**src/hdl/dmfp_pkg.sv**
```systemverilog
// shared types and codes for the dns message field parser
// no dependencies
`timescale 1ns / 1ps
package dmfp_pkg;

	localparam int NumSlots = 5;

	// parse phases
	localparam logic [4:0] PH_ID        = 5'd0;
	localparam logic [4:0] PH_FLAGS1    = 5'd1;
	localparam logic [4:0] PH_FLAGS2    = 5'd2;
	localparam logic [4:0] PH_QD        = 5'd3;
	localparam logic [4:0] PH_AN        = 5'd4;
	localparam logic [4:0] PH_NS        = 5'd5;
	localparam logic [4:0] PH_AR        = 5'd6;
	localparam logic [4:0] PH_QNAME_LEN = 5'd7;
	localparam logic [4:0] PH_QNAME_CHR = 5'd8;
	localparam logic [4:0] PH_QTYPE     = 5'd9;
	localparam logic [4:0] PH_QCLASS    = 5'd10;
	localparam logic [4:0] PH_ANAME_LEN = 5'd11;
	localparam logic [4:0] PH_ANAME_CHR = 5'd12;
	localparam logic [4:0] PH_TYPE      = 5'd13;
	localparam logic [4:0] PH_CLASS     = 5'd14;
	localparam logic [4:0] PH_TTL       = 5'd15;
	localparam logic [4:0] PH_RDLEN     = 5'd16;
	localparam logic [4:0] PH_IP        = 5'd17;
	localparam logic [4:0] PH_RNAME_LEN = 5'd18;
	localparam logic [4:0] PH_RNAME_CHR = 5'd19;
	localparam logic [4:0] PH_MXPREF    = 5'd20;
	localparam logic [4:0] PH_SKIP      = 5'd21;
	localparam logic [4:0] PH_DONE      = 5'd22;

	// field kinds
	localparam logic [4:0] K_ID       = 5'd0;
	localparam logic [4:0] K_QR       = 5'd1;
	localparam logic [4:0] K_OPCODE   = 5'd2;
	localparam logic [4:0] K_AA       = 5'd3;
	localparam logic [4:0] K_TC       = 5'd4;
	localparam logic [4:0] K_RD       = 5'd5;
	localparam logic [4:0] K_RA       = 5'd6;
	localparam logic [4:0] K_RCODE    = 5'd7;
	localparam logic [4:0] K_QDCOUNT  = 5'd8;
	localparam logic [4:0] K_QNAME    = 5'd12;
	localparam logic [4:0] K_QTYPE    = 5'd13;
	localparam logic [4:0] K_QCLASS   = 5'd14;
	localparam logic [4:0] K_ANAME    = 5'd15;
	localparam logic [4:0] K_TYPE     = 5'd16;
	localparam logic [4:0] K_CLASS    = 5'd17;
	localparam logic [4:0] K_TTL      = 5'd18;
	localparam logic [4:0] K_RDLEN    = 5'd19;
	localparam logic [4:0] K_IP       = 5'd20;
	localparam logic [4:0] K_RNAME    = 5'd21;
	localparam logic [4:0] K_MXPREF   = 5'd22;
	localparam logic [4:0] K_MXNAME   = 5'd23;
	localparam logic [4:0] K_DONE     = 5'd24;

	localparam logic [15:0] TYPE_A     = 16'd1;
	localparam logic [15:0] TYPE_NS    = 16'd2;
	localparam logic [15:0] TYPE_CNAME = 16'd5;
	localparam logic [15:0] TYPE_MX    = 16'd15;

	localparam logic [7:0] LABEL_MARK = 8'h2E;
	localparam logic [7:0] MaxNameReset = 8'd255;

	// results caused by one byte
	typedef struct packed {
		logic [2:0]                    count;
		logic [NumSlots-1:0][4:0]      kind;
		logic [NumSlots-1:0][31:0]     value;
		logic [NumSlots-1:0][15:0]     idx;
	} bundle_t;

	function automatic bundle_t push(bundle_t bd, logic [4:0] k, logic [31:0] v,
			logic [15:0] i);
		bundle_t r;
		r = bd;
		r.kind[bd.count] = k;
		r.value[bd.count] = v;
		r.idx[bd.count] = i;
		r.count = bd.count + 3'd1;
		return r;
	endfunction

endpackage

```
**src/hdl/dmfp_if.sv**
```systemverilog
// valid/ready channel interfaces for input bytes and output fields
// depends on nothing
`timescale 1ns / 1ps
interface dmfp_in_if;
	logic       valid;
	logic       ready;
	logic [7:0] data_byte;
	logic       start_of_message;
	modport source (output valid, data_byte, start_of_message, input ready);
	modport sink (input valid, data_byte, start_of_message, output ready);
endinterface

interface dmfp_out_if;
	logic        valid;
	logic        ready;
	logic [4:0]  field_kind;
	logic [31:0] field_value;
	logic [15:0] answer_index;
	logic        last_of_run;
	modport source (output valid, field_kind, field_value, answer_index, last_of_run,
		input ready);
	modport sink (input valid, field_kind, field_value, answer_index, last_of_run,
		output ready);
endinterface

```
**src/hdl/dmfp_parser.sv**
```systemverilog
// parse state and per-byte decode into a bundle of results
// depends on dmfp_pkg
`timescale 1ns / 1ps
module dmfp_parser (
	input  logic              clk,
	input  logic              arst_n,
	input  logic              accept,
	input  logic [7:0]        data_byte,
	input  logic              start_of_message,
	input  logic              cfg_we,
	input  logic [7:0]        cfg_wdata,
	output dmfp_pkg::bundle_t bundle
);

	logic [7:0]  max_q;
	logic [4:0]  ph_q, ph_n;
	logic [1:0]  bif_q, bif_n;
	logic [31:0] acc_q, acc_n;
	logic [7:0]  lbl_q, lbl_n;
	logic [7:0]  nce_q, nce_n;
	logic [15:0] al_q, al_n;
	logic [15:0] ca_q, ca_n;
	logic [15:0] rt_q, rt_n;
	logic [15:0] rdl_q, rdl_n;

	always_comb begin
		logic [31:0] g;
		logic        d2, d4;
		logic [4:0]  nk;
		logic [15:0] al_m;
		dmfp_pkg::bundle_t bd;
		bd = '0;
		if (start_of_message) begin
			ph_n = dmfp_pkg::PH_ID; bif_n = '0; acc_n = '0; lbl_n = '0; nce_n = '0;
			al_n = '0; ca_n = '0; rt_n = '0; rdl_n = '0;
		end else begin
			ph_n = ph_q; bif_n = bif_q; acc_n = acc_q; lbl_n = lbl_q; nce_n = nce_q;
			al_n = al_q; ca_n = ca_q; rt_n = rt_q; rdl_n = rdl_q;
		end
		// big-endian gather on the effective state
		g = (bif_n == 2'd0) ? {24'd0, data_byte} : {acc_n[23:0], data_byte};
		d2 = (bif_n != 2'd0);
		d4 = (bif_n == 2'd3);
		nk = (rt_n == dmfp_pkg::TYPE_MX) ? dmfp_pkg::K_MXNAME : dmfp_pkg::K_RNAME;
		al_m = al_n - 16'd1;
		case (ph_n)
			dmfp_pkg::PH_ID, dmfp_pkg::PH_QD, dmfp_pkg::PH_AN, dmfp_pkg::PH_NS,
			dmfp_pkg::PH_AR, dmfp_pkg::PH_QTYPE, dmfp_pkg::PH_QCLASS,
			dmfp_pkg::PH_TYPE, dmfp_pkg::PH_CLASS, dmfp_pkg::PH_RDLEN,
			dmfp_pkg::PH_MXPREF: begin
				acc_n = g;
				bif_n = d2 ? 2'd0 : 2'd1;
				if (d2) begin
					case (ph_n)
						dmfp_pkg::PH_ID: begin
							bd = dmfp_pkg::push(bd, dmfp_pkg::K_ID, g, ca_n);
							ph_n = dmfp_pkg::PH_FLAGS1;
						end
						dmfp_pkg::PH_QTYPE: begin
							bd = dmfp_pkg::push(bd, dmfp_pkg::K_QTYPE, g, ca_n);
							ph_n = dmfp_pkg::PH_QCLASS;
						end
						dmfp_pkg::PH_QCLASS: begin
							bd = dmfp_pkg::push(bd, dmfp_pkg::K_QCLASS, g, ca_n);
							ca_n = '0;
							if (al_n == 16'd0) begin
								bd = dmfp_pkg::push(bd, dmfp_pkg::K_DONE, 32'd0, 16'd0);
								ph_n = dmfp_pkg::PH_DONE;
							end else begin
								ph_n = dmfp_pkg::PH_ANAME_LEN;
							end
						end
						dmfp_pkg::PH_TYPE: begin
							bd = dmfp_pkg::push(bd, dmfp_pkg::K_TYPE, g, ca_n);
							rt_n = g[15:0];
							ph_n = dmfp_pkg::PH_CLASS;
						end
						dmfp_pkg::PH_CLASS: begin
							bd = dmfp_pkg::push(bd, dmfp_pkg::K_CLASS, g, ca_n);
							ph_n = dmfp_pkg::PH_TTL;
						end
						dmfp_pkg::PH_MXPREF: begin
							bd = dmfp_pkg::push(bd, dmfp_pkg::K_MXPREF, g, ca_n);
							ph_n = dmfp_pkg::PH_RNAME_LEN;
						end
						dmfp_pkg::PH_RDLEN: begin
							bd = dmfp_pkg::push(bd, dmfp_pkg::K_RDLEN, g, ca_n);
							rdl_n = g[15:0];
							if (rt_n == dmfp_pkg::TYPE_A) ph_n = dmfp_pkg::PH_IP;
							else if (rt_n == dmfp_pkg::TYPE_NS || rt_n == dmfp_pkg::TYPE_CNAME)
								ph_n = dmfp_pkg::PH_RNAME_LEN;
							else if (rt_n == dmfp_pkg::TYPE_MX) ph_n = dmfp_pkg::PH_MXPREF;
							else if (g[15:0] == 16'd0) begin
								// empty unknown rdata ends the record here
								ca_n = ca_n + 16'd1;
								al_n = al_m;
								if (al_m == 16'd0) begin
									bd = dmfp_pkg::push(bd, dmfp_pkg::K_DONE, 32'd0, ca_n);
									ph_n = dmfp_pkg::PH_DONE;
								end else ph_n = dmfp_pkg::PH_ANAME_LEN;
							end else ph_n = dmfp_pkg::PH_SKIP;
						end
						default: begin
							// header counts
							bd = dmfp_pkg::push(bd, dmfp_pkg::K_QDCOUNT + (ph_n - dmfp_pkg::PH_QD),
								g, ca_n);
							if (ph_n == dmfp_pkg::PH_AN) al_n = g[15:0];
							ph_n = ph_n + 5'd1;
						end
					endcase
				end
			end
			dmfp_pkg::PH_TTL, dmfp_pkg::PH_IP: begin
				acc_n = g;
				bif_n = d4 ? 2'd0 : bif_n + 2'd1;
				if (d4) begin
					if (ph_n == dmfp_pkg::PH_TTL) begin
						bd = dmfp_pkg::push(bd, dmfp_pkg::K_TTL, g, ca_n);
						ph_n = dmfp_pkg::PH_RDLEN;
					end else begin
						bd = dmfp_pkg::push(bd, dmfp_pkg::K_IP, g, ca_n);
						ca_n = ca_n + 16'd1;
						al_n = al_m;
						if (al_m == 16'd0) begin
							bd = dmfp_pkg::push(bd, dmfp_pkg::K_DONE, 32'd0, ca_n);
							ph_n = dmfp_pkg::PH_DONE;
						end else ph_n = dmfp_pkg::PH_ANAME_LEN;
					end
				end
			end
			dmfp_pkg::PH_FLAGS1: begin
				bd = dmfp_pkg::push(bd, dmfp_pkg::K_QR, {31'd0, data_byte[7]}, ca_n);
				bd = dmfp_pkg::push(bd, dmfp_pkg::K_OPCODE, {28'd0, data_byte[6:3]}, ca_n);
				bd = dmfp_pkg::push(bd, dmfp_pkg::K_AA, {31'd0, data_byte[2]}, ca_n);
				bd = dmfp_pkg::push(bd, dmfp_pkg::K_TC, {31'd0, data_byte[1]}, ca_n);
				bd = dmfp_pkg::push(bd, dmfp_pkg::K_RD, {31'd0, data_byte[0]}, ca_n);
				ph_n = dmfp_pkg::PH_FLAGS2;
			end
			dmfp_pkg::PH_FLAGS2: begin
				bd = dmfp_pkg::push(bd, dmfp_pkg::K_RA, {31'd0, data_byte[7]}, ca_n);
				bd = dmfp_pkg::push(bd, dmfp_pkg::K_RCODE, {28'd0, data_byte[3:0]}, ca_n);
				ph_n = dmfp_pkg::PH_QD;
			end
			dmfp_pkg::PH_QNAME_LEN, dmfp_pkg::PH_ANAME_LEN, dmfp_pkg::PH_RNAME_LEN: begin
				if (data_byte == 8'd0) begin
					nce_n = '0;
					if (ph_n == dmfp_pkg::PH_QNAME_LEN) ph_n = dmfp_pkg::PH_QTYPE;
					else if (ph_n == dmfp_pkg::PH_ANAME_LEN) ph_n = dmfp_pkg::PH_TYPE;
					else begin
						ca_n = ca_n + 16'd1;
						al_n = al_m;
						if (al_m == 16'd0) begin
							bd = dmfp_pkg::push(bd, dmfp_pkg::K_DONE, 32'd0, ca_n);
							ph_n = dmfp_pkg::PH_DONE;
						end else ph_n = dmfp_pkg::PH_ANAME_LEN;
					end
				end else begin
					lbl_n = data_byte;
					ph_n = ph_n + 5'd1;
				end
			end
			dmfp_pkg::PH_QNAME_CHR, dmfp_pkg::PH_ANAME_CHR, dmfp_pkg::PH_RNAME_CHR: begin
				if (ph_n == dmfp_pkg::PH_QNAME_CHR) nk = dmfp_pkg::K_QNAME;
				else if (ph_n == dmfp_pkg::PH_ANAME_CHR) nk = dmfp_pkg::K_ANAME;
				if (nce_n < max_q) begin
					bd = dmfp_pkg::push(bd, nk, {24'd0, data_byte}, ca_n);
					nce_n = nce_n + 8'd1;
				end
				lbl_n = lbl_n - 8'd1;
				if (lbl_n == 8'd0) begin
					// label end mark
					if (nce_n < max_q) begin
						bd = dmfp_pkg::push(bd, nk, {24'd0, dmfp_pkg::LABEL_MARK}, ca_n);
						nce_n = nce_n + 8'd1;
					end
					ph_n = ph_n - 5'd1;
				end
			end
			dmfp_pkg::PH_SKIP: begin
				rdl_n = rdl_n - 16'd1;
				if (rdl_n == 16'd0) begin
					ca_n = ca_n + 16'd1;
					al_n = al_m;
					if (al_m == 16'd0) begin
						bd = dmfp_pkg::push(bd, dmfp_pkg::K_DONE, 32'd0, ca_n);
						ph_n = dmfp_pkg::PH_DONE;
					end else ph_n = dmfp_pkg::PH_ANAME_LEN;
				end
			end
			dmfp_pkg::PH_DONE: begin
			end
			default: ph_n = dmfp_pkg::PH_DONE;
		endcase
		bundle = bd;
	end

	always_ff @(posedge clk or negedge arst_n) begin
		if (!arst_n) begin
			max_q <= dmfp_pkg::MaxNameReset;
			ph_q <= dmfp_pkg::PH_ID; bif_q <= '0; acc_q <= '0; lbl_q <= '0; nce_q <= '0;
			al_q <= '0; ca_q <= '0; rt_q <= '0; rdl_q <= '0;
		end else begin
			if (cfg_we) max_q <= cfg_wdata;
			if (accept) begin
				ph_q <= ph_n; bif_q <= bif_n; acc_q <= acc_n; lbl_q <= lbl_n; nce_q <= nce_n;
				al_q <= al_n; ca_q <= ca_n; rt_q <= rt_n; rdl_q <= rdl_n;
			end
		end
	end

endmodule

```
**src/hdl/dmfp_serializer.sv**
```systemverilog
// result register that hands out one bundled result per request
// depends on dmfp_pkg and dmfp_if
`timescale 1ns / 1ps
module dmfp_serializer (
	input  logic              clk,
	input  logic              arst_n,
	input  logic              load,
	input  dmfp_pkg::bundle_t bundle,
	output logic              can_load,
	dmfp_out_if.source        out_ch
);

	logic              busy_q;
	logic [2:0]        pos_q;
	dmfp_pkg::bundle_t bundle_q;
	logic              last, take;

	assign last = (pos_q == bundle_q.count - 3'd1);
	assign take = busy_q && out_ch.ready;
	assign can_load = !busy_q || (take && last);

	assign out_ch.valid        = busy_q;
	assign out_ch.field_kind   = bundle_q.kind[pos_q];
	assign out_ch.field_value  = bundle_q.value[pos_q];
	assign out_ch.answer_index = bundle_q.idx[pos_q];
	assign out_ch.last_of_run  = last;

	always_ff @(posedge clk or negedge arst_n) begin
		if (!arst_n) begin
			busy_q <= 1'b0;
			pos_q <= '0;
		end else if (load && bundle.count != 3'd0) begin
			busy_q <= 1'b1;
			pos_q <= '0;
		end else if (take && last) begin
			busy_q <= 1'b0;
		end else if (take) begin
			pos_q <= pos_q + 3'd1;
		end
	end

	always_ff @(posedge clk) begin
		if (load && bundle.count != 3'd0) bundle_q <= bundle;
	end

endmodule

```
**src/hdl/dns_message_field_parser_core.sv**
```systemverilog
// top level of the dns message field parser
// depends on dmfp_pkg, dmfp_if, dmfp_parser, dmfp_serializer
`timescale 1ns / 1ps
// usage
//   in_ch carries one message byte per request plus start_of_message,
//   which restarts the parse with that byte as the first id byte
//   out_ch carries tagged fields: kind, value, answer index, last_of_run
//   cfg_we / cfg_wdata set max_name_length (reset 255); write only when idle
// latency and throughput
//   a byte is decoded in the cycle it is taken; its results appear on
//   out_ch from the next cycle, one per cycle while out_ch is ready
//   a byte with up to one result sustains one byte per cycle while out_ch
//   is ready; a byte with n results holds the result register until all n
//   are taken (flag bytes give five and two), as the single output port
//   drains the bundle; bytes with no result are not loaded, but still wait
//   while an earlier bundle is draining
// reset
//   state returns to the id phase, result register empty, limit 255
// stall
//   while out_ch is held, the result register keeps its bundle and in_ch
//   ready stays low until the last result of it is taken
module dns_message_field_parser_core (
	input  logic       clk,
	input  logic       arst_n,
	dmfp_in_if.sink    in_ch,
	dmfp_out_if.source out_ch,
	input  logic       cfg_we,
	input  logic [7:0] cfg_wdata
);

	dmfp_pkg::bundle_t bundle;
	logic              can_load;
	logic              accept;

	// a new byte is taken whenever the result register is free or emptying
	assign in_ch.ready = can_load;
	assign accept = in_ch.valid && can_load;

	dmfp_parser u_parser (
		.clk              (clk),
		.arst_n           (arst_n),
		.accept           (accept),
		.data_byte        (in_ch.data_byte),
		.start_of_message (in_ch.start_of_message),
		.cfg_we           (cfg_we),
		.cfg_wdata        (cfg_wdata),
		.bundle           (bundle)
	);

	dmfp_serializer u_ser (
		.clk      (clk),
		.arst_n   (arst_n),
		.load     (accept),
		.bundle   (bundle),
		.can_load (can_load),
		.out_ch   (out_ch)
	);

endmodule

```
**src/flat_wrapper.sv**
```systemverilog
// flat-port wrapper written by rule: the top's interface ports become plain ports
module dns_message_field_parser_core_flat 
  (clk, arst_n, cfg_we, cfg_wdata, in_ch_valid, in_ch_data_byte, in_ch_start_of_message, in_ch_ready, out_ch_valid, out_ch_field_kind, out_ch_field_value, out_ch_answer_index, out_ch_last_of_run, out_ch_ready);
  dmfp_in_if in_ch_i ();
  dmfp_out_if out_ch_i ();
  input  logic clk;
  input  logic arst_n;
  input  logic cfg_we;
  input  logic [7:0] cfg_wdata;
  input wire logic [$bits(in_ch_i.valid)-1:0] in_ch_valid;
  input wire logic [$bits(in_ch_i.data_byte)-1:0] in_ch_data_byte;
  input wire logic [$bits(in_ch_i.start_of_message)-1:0] in_ch_start_of_message;
  output wire logic [$bits(in_ch_i.ready)-1:0] in_ch_ready;
  output wire logic [$bits(out_ch_i.valid)-1:0] out_ch_valid;
  output wire logic [$bits(out_ch_i.field_kind)-1:0] out_ch_field_kind;
  output wire logic [$bits(out_ch_i.field_value)-1:0] out_ch_field_value;
  output wire logic [$bits(out_ch_i.answer_index)-1:0] out_ch_answer_index;
  output wire logic [$bits(out_ch_i.last_of_run)-1:0] out_ch_last_of_run;
  input wire logic [$bits(out_ch_i.ready)-1:0] out_ch_ready;
  assign in_ch_i.valid = in_ch_valid;
  assign in_ch_i.data_byte = in_ch_data_byte;
  assign in_ch_i.start_of_message = in_ch_start_of_message;
  assign in_ch_ready = in_ch_i.ready;
  assign out_ch_valid = out_ch_i.valid;
  assign out_ch_field_kind = out_ch_i.field_kind;
  assign out_ch_field_value = out_ch_i.field_value;
  assign out_ch_answer_index = out_ch_i.answer_index;
  assign out_ch_last_of_run = out_ch_i.last_of_run;
  assign out_ch_i.ready = out_ch_ready;
  dns_message_field_parser_core u_core (.clk(clk), .arst_n(arst_n), .in_ch(in_ch_i), .out_ch(out_ch_i), .cfg_we(cfg_we), .cfg_wdata(cfg_wdata));
endmodule
```
**config.mk**
```make
export PLATFORM = sky130hd
export DESIGN_NAME = dns_message_field_parser_core_flat
export DESIGN_NICKNAME = d
export VERILOG_FILES = /design/src/hdl/dmfp_pkg.sv /design/src/hdl/dmfp_if.sv /design/src/hdl/dmfp_parser.sv /design/src/hdl/dmfp_serializer.sv /design/src/hdl/dns_message_field_parser_core.sv /design/src/flat_wrapper.sv
export SDC_FILE = /design/constraint.sdc
export NUM_CORES = 1
export LEC_CHECK = 0
export ABC_AREA = 1
export BUFFER_PORTS_ARGS = -buffer_cell sky130_fd_sc_hd__buf_2
export CORE_MARGIN = 3
export CORE_UTILIZATION = 29
export DETAILED_ROUTE_END_ITERATION = 16
export GPL_TIMING_DRIVEN = 0
export PLACE_DENSITY_LB_ADDON = 0.25
export SETUP_SLACK_MARGIN = 0.05
export SLEW_MARGIN = 15
export SYNTH_ARGS = -nofsm -noshare
export SYNTH_HDL_FRONTEND = slang
export SYNTH_HIERARCHICAL = 1
export SYNTH_SLANG_ARGS = --single-unit
```
**constraint.sdc**
```tcl
create_clock -name clk -period 15.8 [get_ports clk]
set_input_delay 2.37 -clock clk [delete_from_list [all_inputs] [get_ports clk]]
set_output_delay 2.37 -clock clk [all_outputs]
set_load 0.05 [all_outputs]
```
==> impl_results.md <==
- Synth area leaders: edfxtp_1 (32%), dfrtp_1 (11%), nand2_1 (11%)
- Post-CTS Resized: 0
- Post-synthesis instance total: 3,235
- Count of pins over their slew limit: 0
- DR WL met3: 6930 µm
- Number of DRC markers in iteration 0: 2,593
- Final worst path period need: 10,480 ps
- Worst min path class: flip-flop to flip-flop
- Placed cell areas: 0.0276 mm²
- Worst hold path startpoint: u_core/u_parser/al_q[15]$_DFFE_PN0P_
- Vias per cell: 4.96
- Clock skew: 45.8 ps
- Share of power burned in registers: 27.5%
- Worst Setup SP: in_ch_start_of_message
- Syn-to-layout area delta: 15.7%
- Main synth FF type: edfxtp_1
- Post-route ant nets: 0
- Clk Latency, worst-skew pair: 620 ps
- Maxcap violations: 0
- # Post-CTS Setup Buffers: 0
- Outcome: completed
- Initial antenna violation count: 1
- Vias in the first global route: 21.3k
- Yosys reg bits: 391
- Share of layout cells above drive strength 1: 13.8%
- Ys Warns: 6
- CP arrival: 10,710 ps
- Syn_area_per_cell: 7.78 µm²
- CTS tree: done
- Placed wire-length estimate: 68,200 µm
- Rows: 107
- Worst Max-Slew Pin Slew: 1190 ps
- DIE HEIGHT: 301 µm
- Top Layer Used: met4
- Net Sw Frac: 49.6%
- Root Driver: clkbuf_16
- GRT overflow: 0
- IO Port Bufs: 77
- Reg2reg start: u_core/u_parser/nce_q[5]$_DFFE_PN0P_
- Comb pwr share: 52.5%
- RSZ-0062 raised after global routing: false
- Clock Tree Buf Depth: 3
- Kind of critical path: primary input to flip-flop
- Internal power: 2.76 mW
- Clock Pin Slew Worst Setup and Hold Paths: 60 ps
- First-pass GRT wire length: 138,000 µm
- Crit path capture type: flip-flop
- Pleak: 12.9 nW
- Final hold vios: 0
- Antenna diodes: 0
- Mapped Area: 0.0252 mm²
- Core ar.: 0.0855 mm²
- Async SR Flop Fraction: 31.5%
- Initial Util: 29.4%
- Req. time, crit path: 16,030 ps
- Worst VDD drop: 0.184 mV
- Design area: 0.0291 mm²
- Critical Path Start Type: primary input
- Total CTS buffers: 49
- Final wirelength: 92,500 µm
- Hold Buf Count CTS: 0
- Post-synth top area share: 32.0%
- Crit Path Max Fanout: 112
- Clock sinks: 391
- Io pins: 78
- Worst slew margin relative to its limit: 21.0%
- Yosys top cell by area: edfxtp_1
- Tcrit/Tclk final: 66.3%
- Post-Route M1 WL: 41,500 µm
- Full die area: 0.0903 mm²
- # DRC: 0
- Drt pass-1 iters: 6
- Final setup viols: 0
- Largest net degree at the start of global routing: 113
- Switching power: 2.72 mW
- Die width: 301 µm
- Library cells used by synthesis: 58
- GR Util All Layers: 20.0%
- Register area share after synthesis: 44.3%
- Clock H-tree levels: 2
- Fmax: 95.4 MHz
- Pwr Density: 188 mW/mm²
- Slack of the critical path: 5320 ps
- Setup WS pre-CTS: 4910 ps
- Routed WL per cell: 19.8 µm
- RD Place Congestion: 0.981
- Via count: 23.2k
- Core Util, Final: 34.0%
- Clock power share: 20.0%
- Routed wl met2: 40,800 µm
- Fin nets: 3,552
- Number of synthesized flops with an enable pin: 268
## cell families after synthesis
logic type	after synthesis	synth area share, %
simple gates	1477	25.1
buf+inv	650	12.9
compound gates	633	14.2
flops	391	44.3
xor+xnor	45	1.63
fa+ha+maj	35	1.74
mux	3	0.134
other cells	1	0.0149
## power by group through the flow
stage / logic, mW / clock network [mW] / registers [mW]
2_1_floorplan: 1.97 / 0 / 1.55
3_3_place_gp: 2.83 / 0 / 1.59
3_5_place_dp: 2.85 / 0 / 1.52
4_1_cts: 2.85 / 1.13 / 1.51
5_1_grt: 3.14 / 1.17 / 1.53
6_report: 2.88 / 1.09 / 1.51
## final cells by class
class | instances | area, µm²
well taps | 1144 | 1430
repair buffers | 80 | 478
fillers | 9125 | 56400
inverters | 326 | 1230
clock buffers | 67 | 1350
multi-input cells | 2323 | 11300
clock inverters | 21 | 206
plain buffers | 324 | 2020
flip-flops and latches | 391 | 11100
## sequential cells by signal (all words and copies together), names as in the netlist
name and count:
u_core/u_ser/bundle_q 268, u_core/u_parser/acc_q 24, u_core/u_parser/al_q 16, u_core/u_parser/ca_q 16
u_core/u_parser/rdl_q 16, u_core/u_parser/rt_q 16, u_core/u_parser/lbl_q 8, u_core/u_parser/max_q 8
u_core/u_parser/nce_q 8, u_core/u_parser/ph_q 5, u_core/u_ser/pos_q 3, u_core/u_parser/bif_q 2
u_core/u_ser/out_ch.valid 1
## worst max-delay path, cell delays in order
cell and delay (ps):
buf_2 190, buf_4 270, buf_2 450, buf_2 430, buf_1 780, nor2_1 260
ha_1 370, nand2_1 70, o21a_1 220, nand2_2 150, clkbuf_1 530, o21ai_0 250
nand2_1 180, inv_1 90, ha_1 180, a21o_1 180, a221oi_1 910, inv_1 130
a21oi_2 570, ha_1 250, nand3_1 180, nand2_1 150, nand3b_1 160, nor2_1 80
nand2_1 60, nand2_1 230, inv_8 400, buf_16 390
## through the flow
step           power (mW)  cells  hold slack [ps]  setup TNS [ps]
2_1_floorplan        3.51   3364              449               0
3_3_place_gp         4.41   4585              462         -530400
4_1_cts              5.49   4676              481               0
3_5_place_dp         4.37   4588              465               0
6_report             5.48   4676              477               0
5_1_grt              5.84   4676              491               0
## cell usage after synthesis, drive strengths merged, types with 14 or more instances
master,count
nand3,291
o21ai,286
nand4,46
buf,248
dfrtp,115
clkbuf,76
o211ai,37
nand2,759
edfxtp,268
o221ai,19
nor3,37
xor2,42
a211oi,14
a21oi,209
nor2,331
o22ai,15
ha,35
inv,321
## cells in the final DEF (no fill, tap or decap), types with 6 or more instances in the layout
master	instances
inv_1	289
nor3_1	36
nand3b_1	8
nand3_1	285
dfrtp_1	115
buf_6	12
conb_1	130
o21ai_1	87
clkbuf_1	88
inv_2	30
buf_1	18
nand2_2	21
clkinv_1	13
clkbuf_8	6
dfstp_2	8
nand3_2	6
ha_1	35
o221ai_1	19
xor2_1	40
o211ai_1	37
clkbuf_16	49
nand4_1	45
a22oi_1	7
nor2_2	23
o21ai_0	196
edfxtp_1	268
a221oi_1	7
o22ai_1	15
nor2_1	304
buf_2	118
a22o_1	10
a31oi_1	9
a21oi_1	208
nand2_1	735
a211oi_1	14
buf_4	176
## routing by layer
layer	global-route usage (%)	up-vias
li1	-	11100
met5	0	-
met2	31.3	930
met4	6.53	0
met3	3.31	154
met1	28.2	11000
## final timing paths
check	cells after the start	to	slack, ps
min	2	u_core/u_parser/al_q[15]$_DFFE_PN0P_	480
max in group asynchronous	2	u_core/u_parser/acc_q[23]$_DFFE_PN0P_	13310
max	28	u_core/u_ser/bundle_q[26]$_DFFE_PP_	5320
min reg2reg	2	u_core/u_parser/al_q[15]$_DFFE_PN0P_	480
min in group asynchronous	1	u_core/u_parser/al_q[3]$_DFFE_PN0P_	1640
max reg2reg	24	u_core/u_ser/bundle_q[26]$_DFFE_PP_	8850
(Power assumes the default switching activity.)
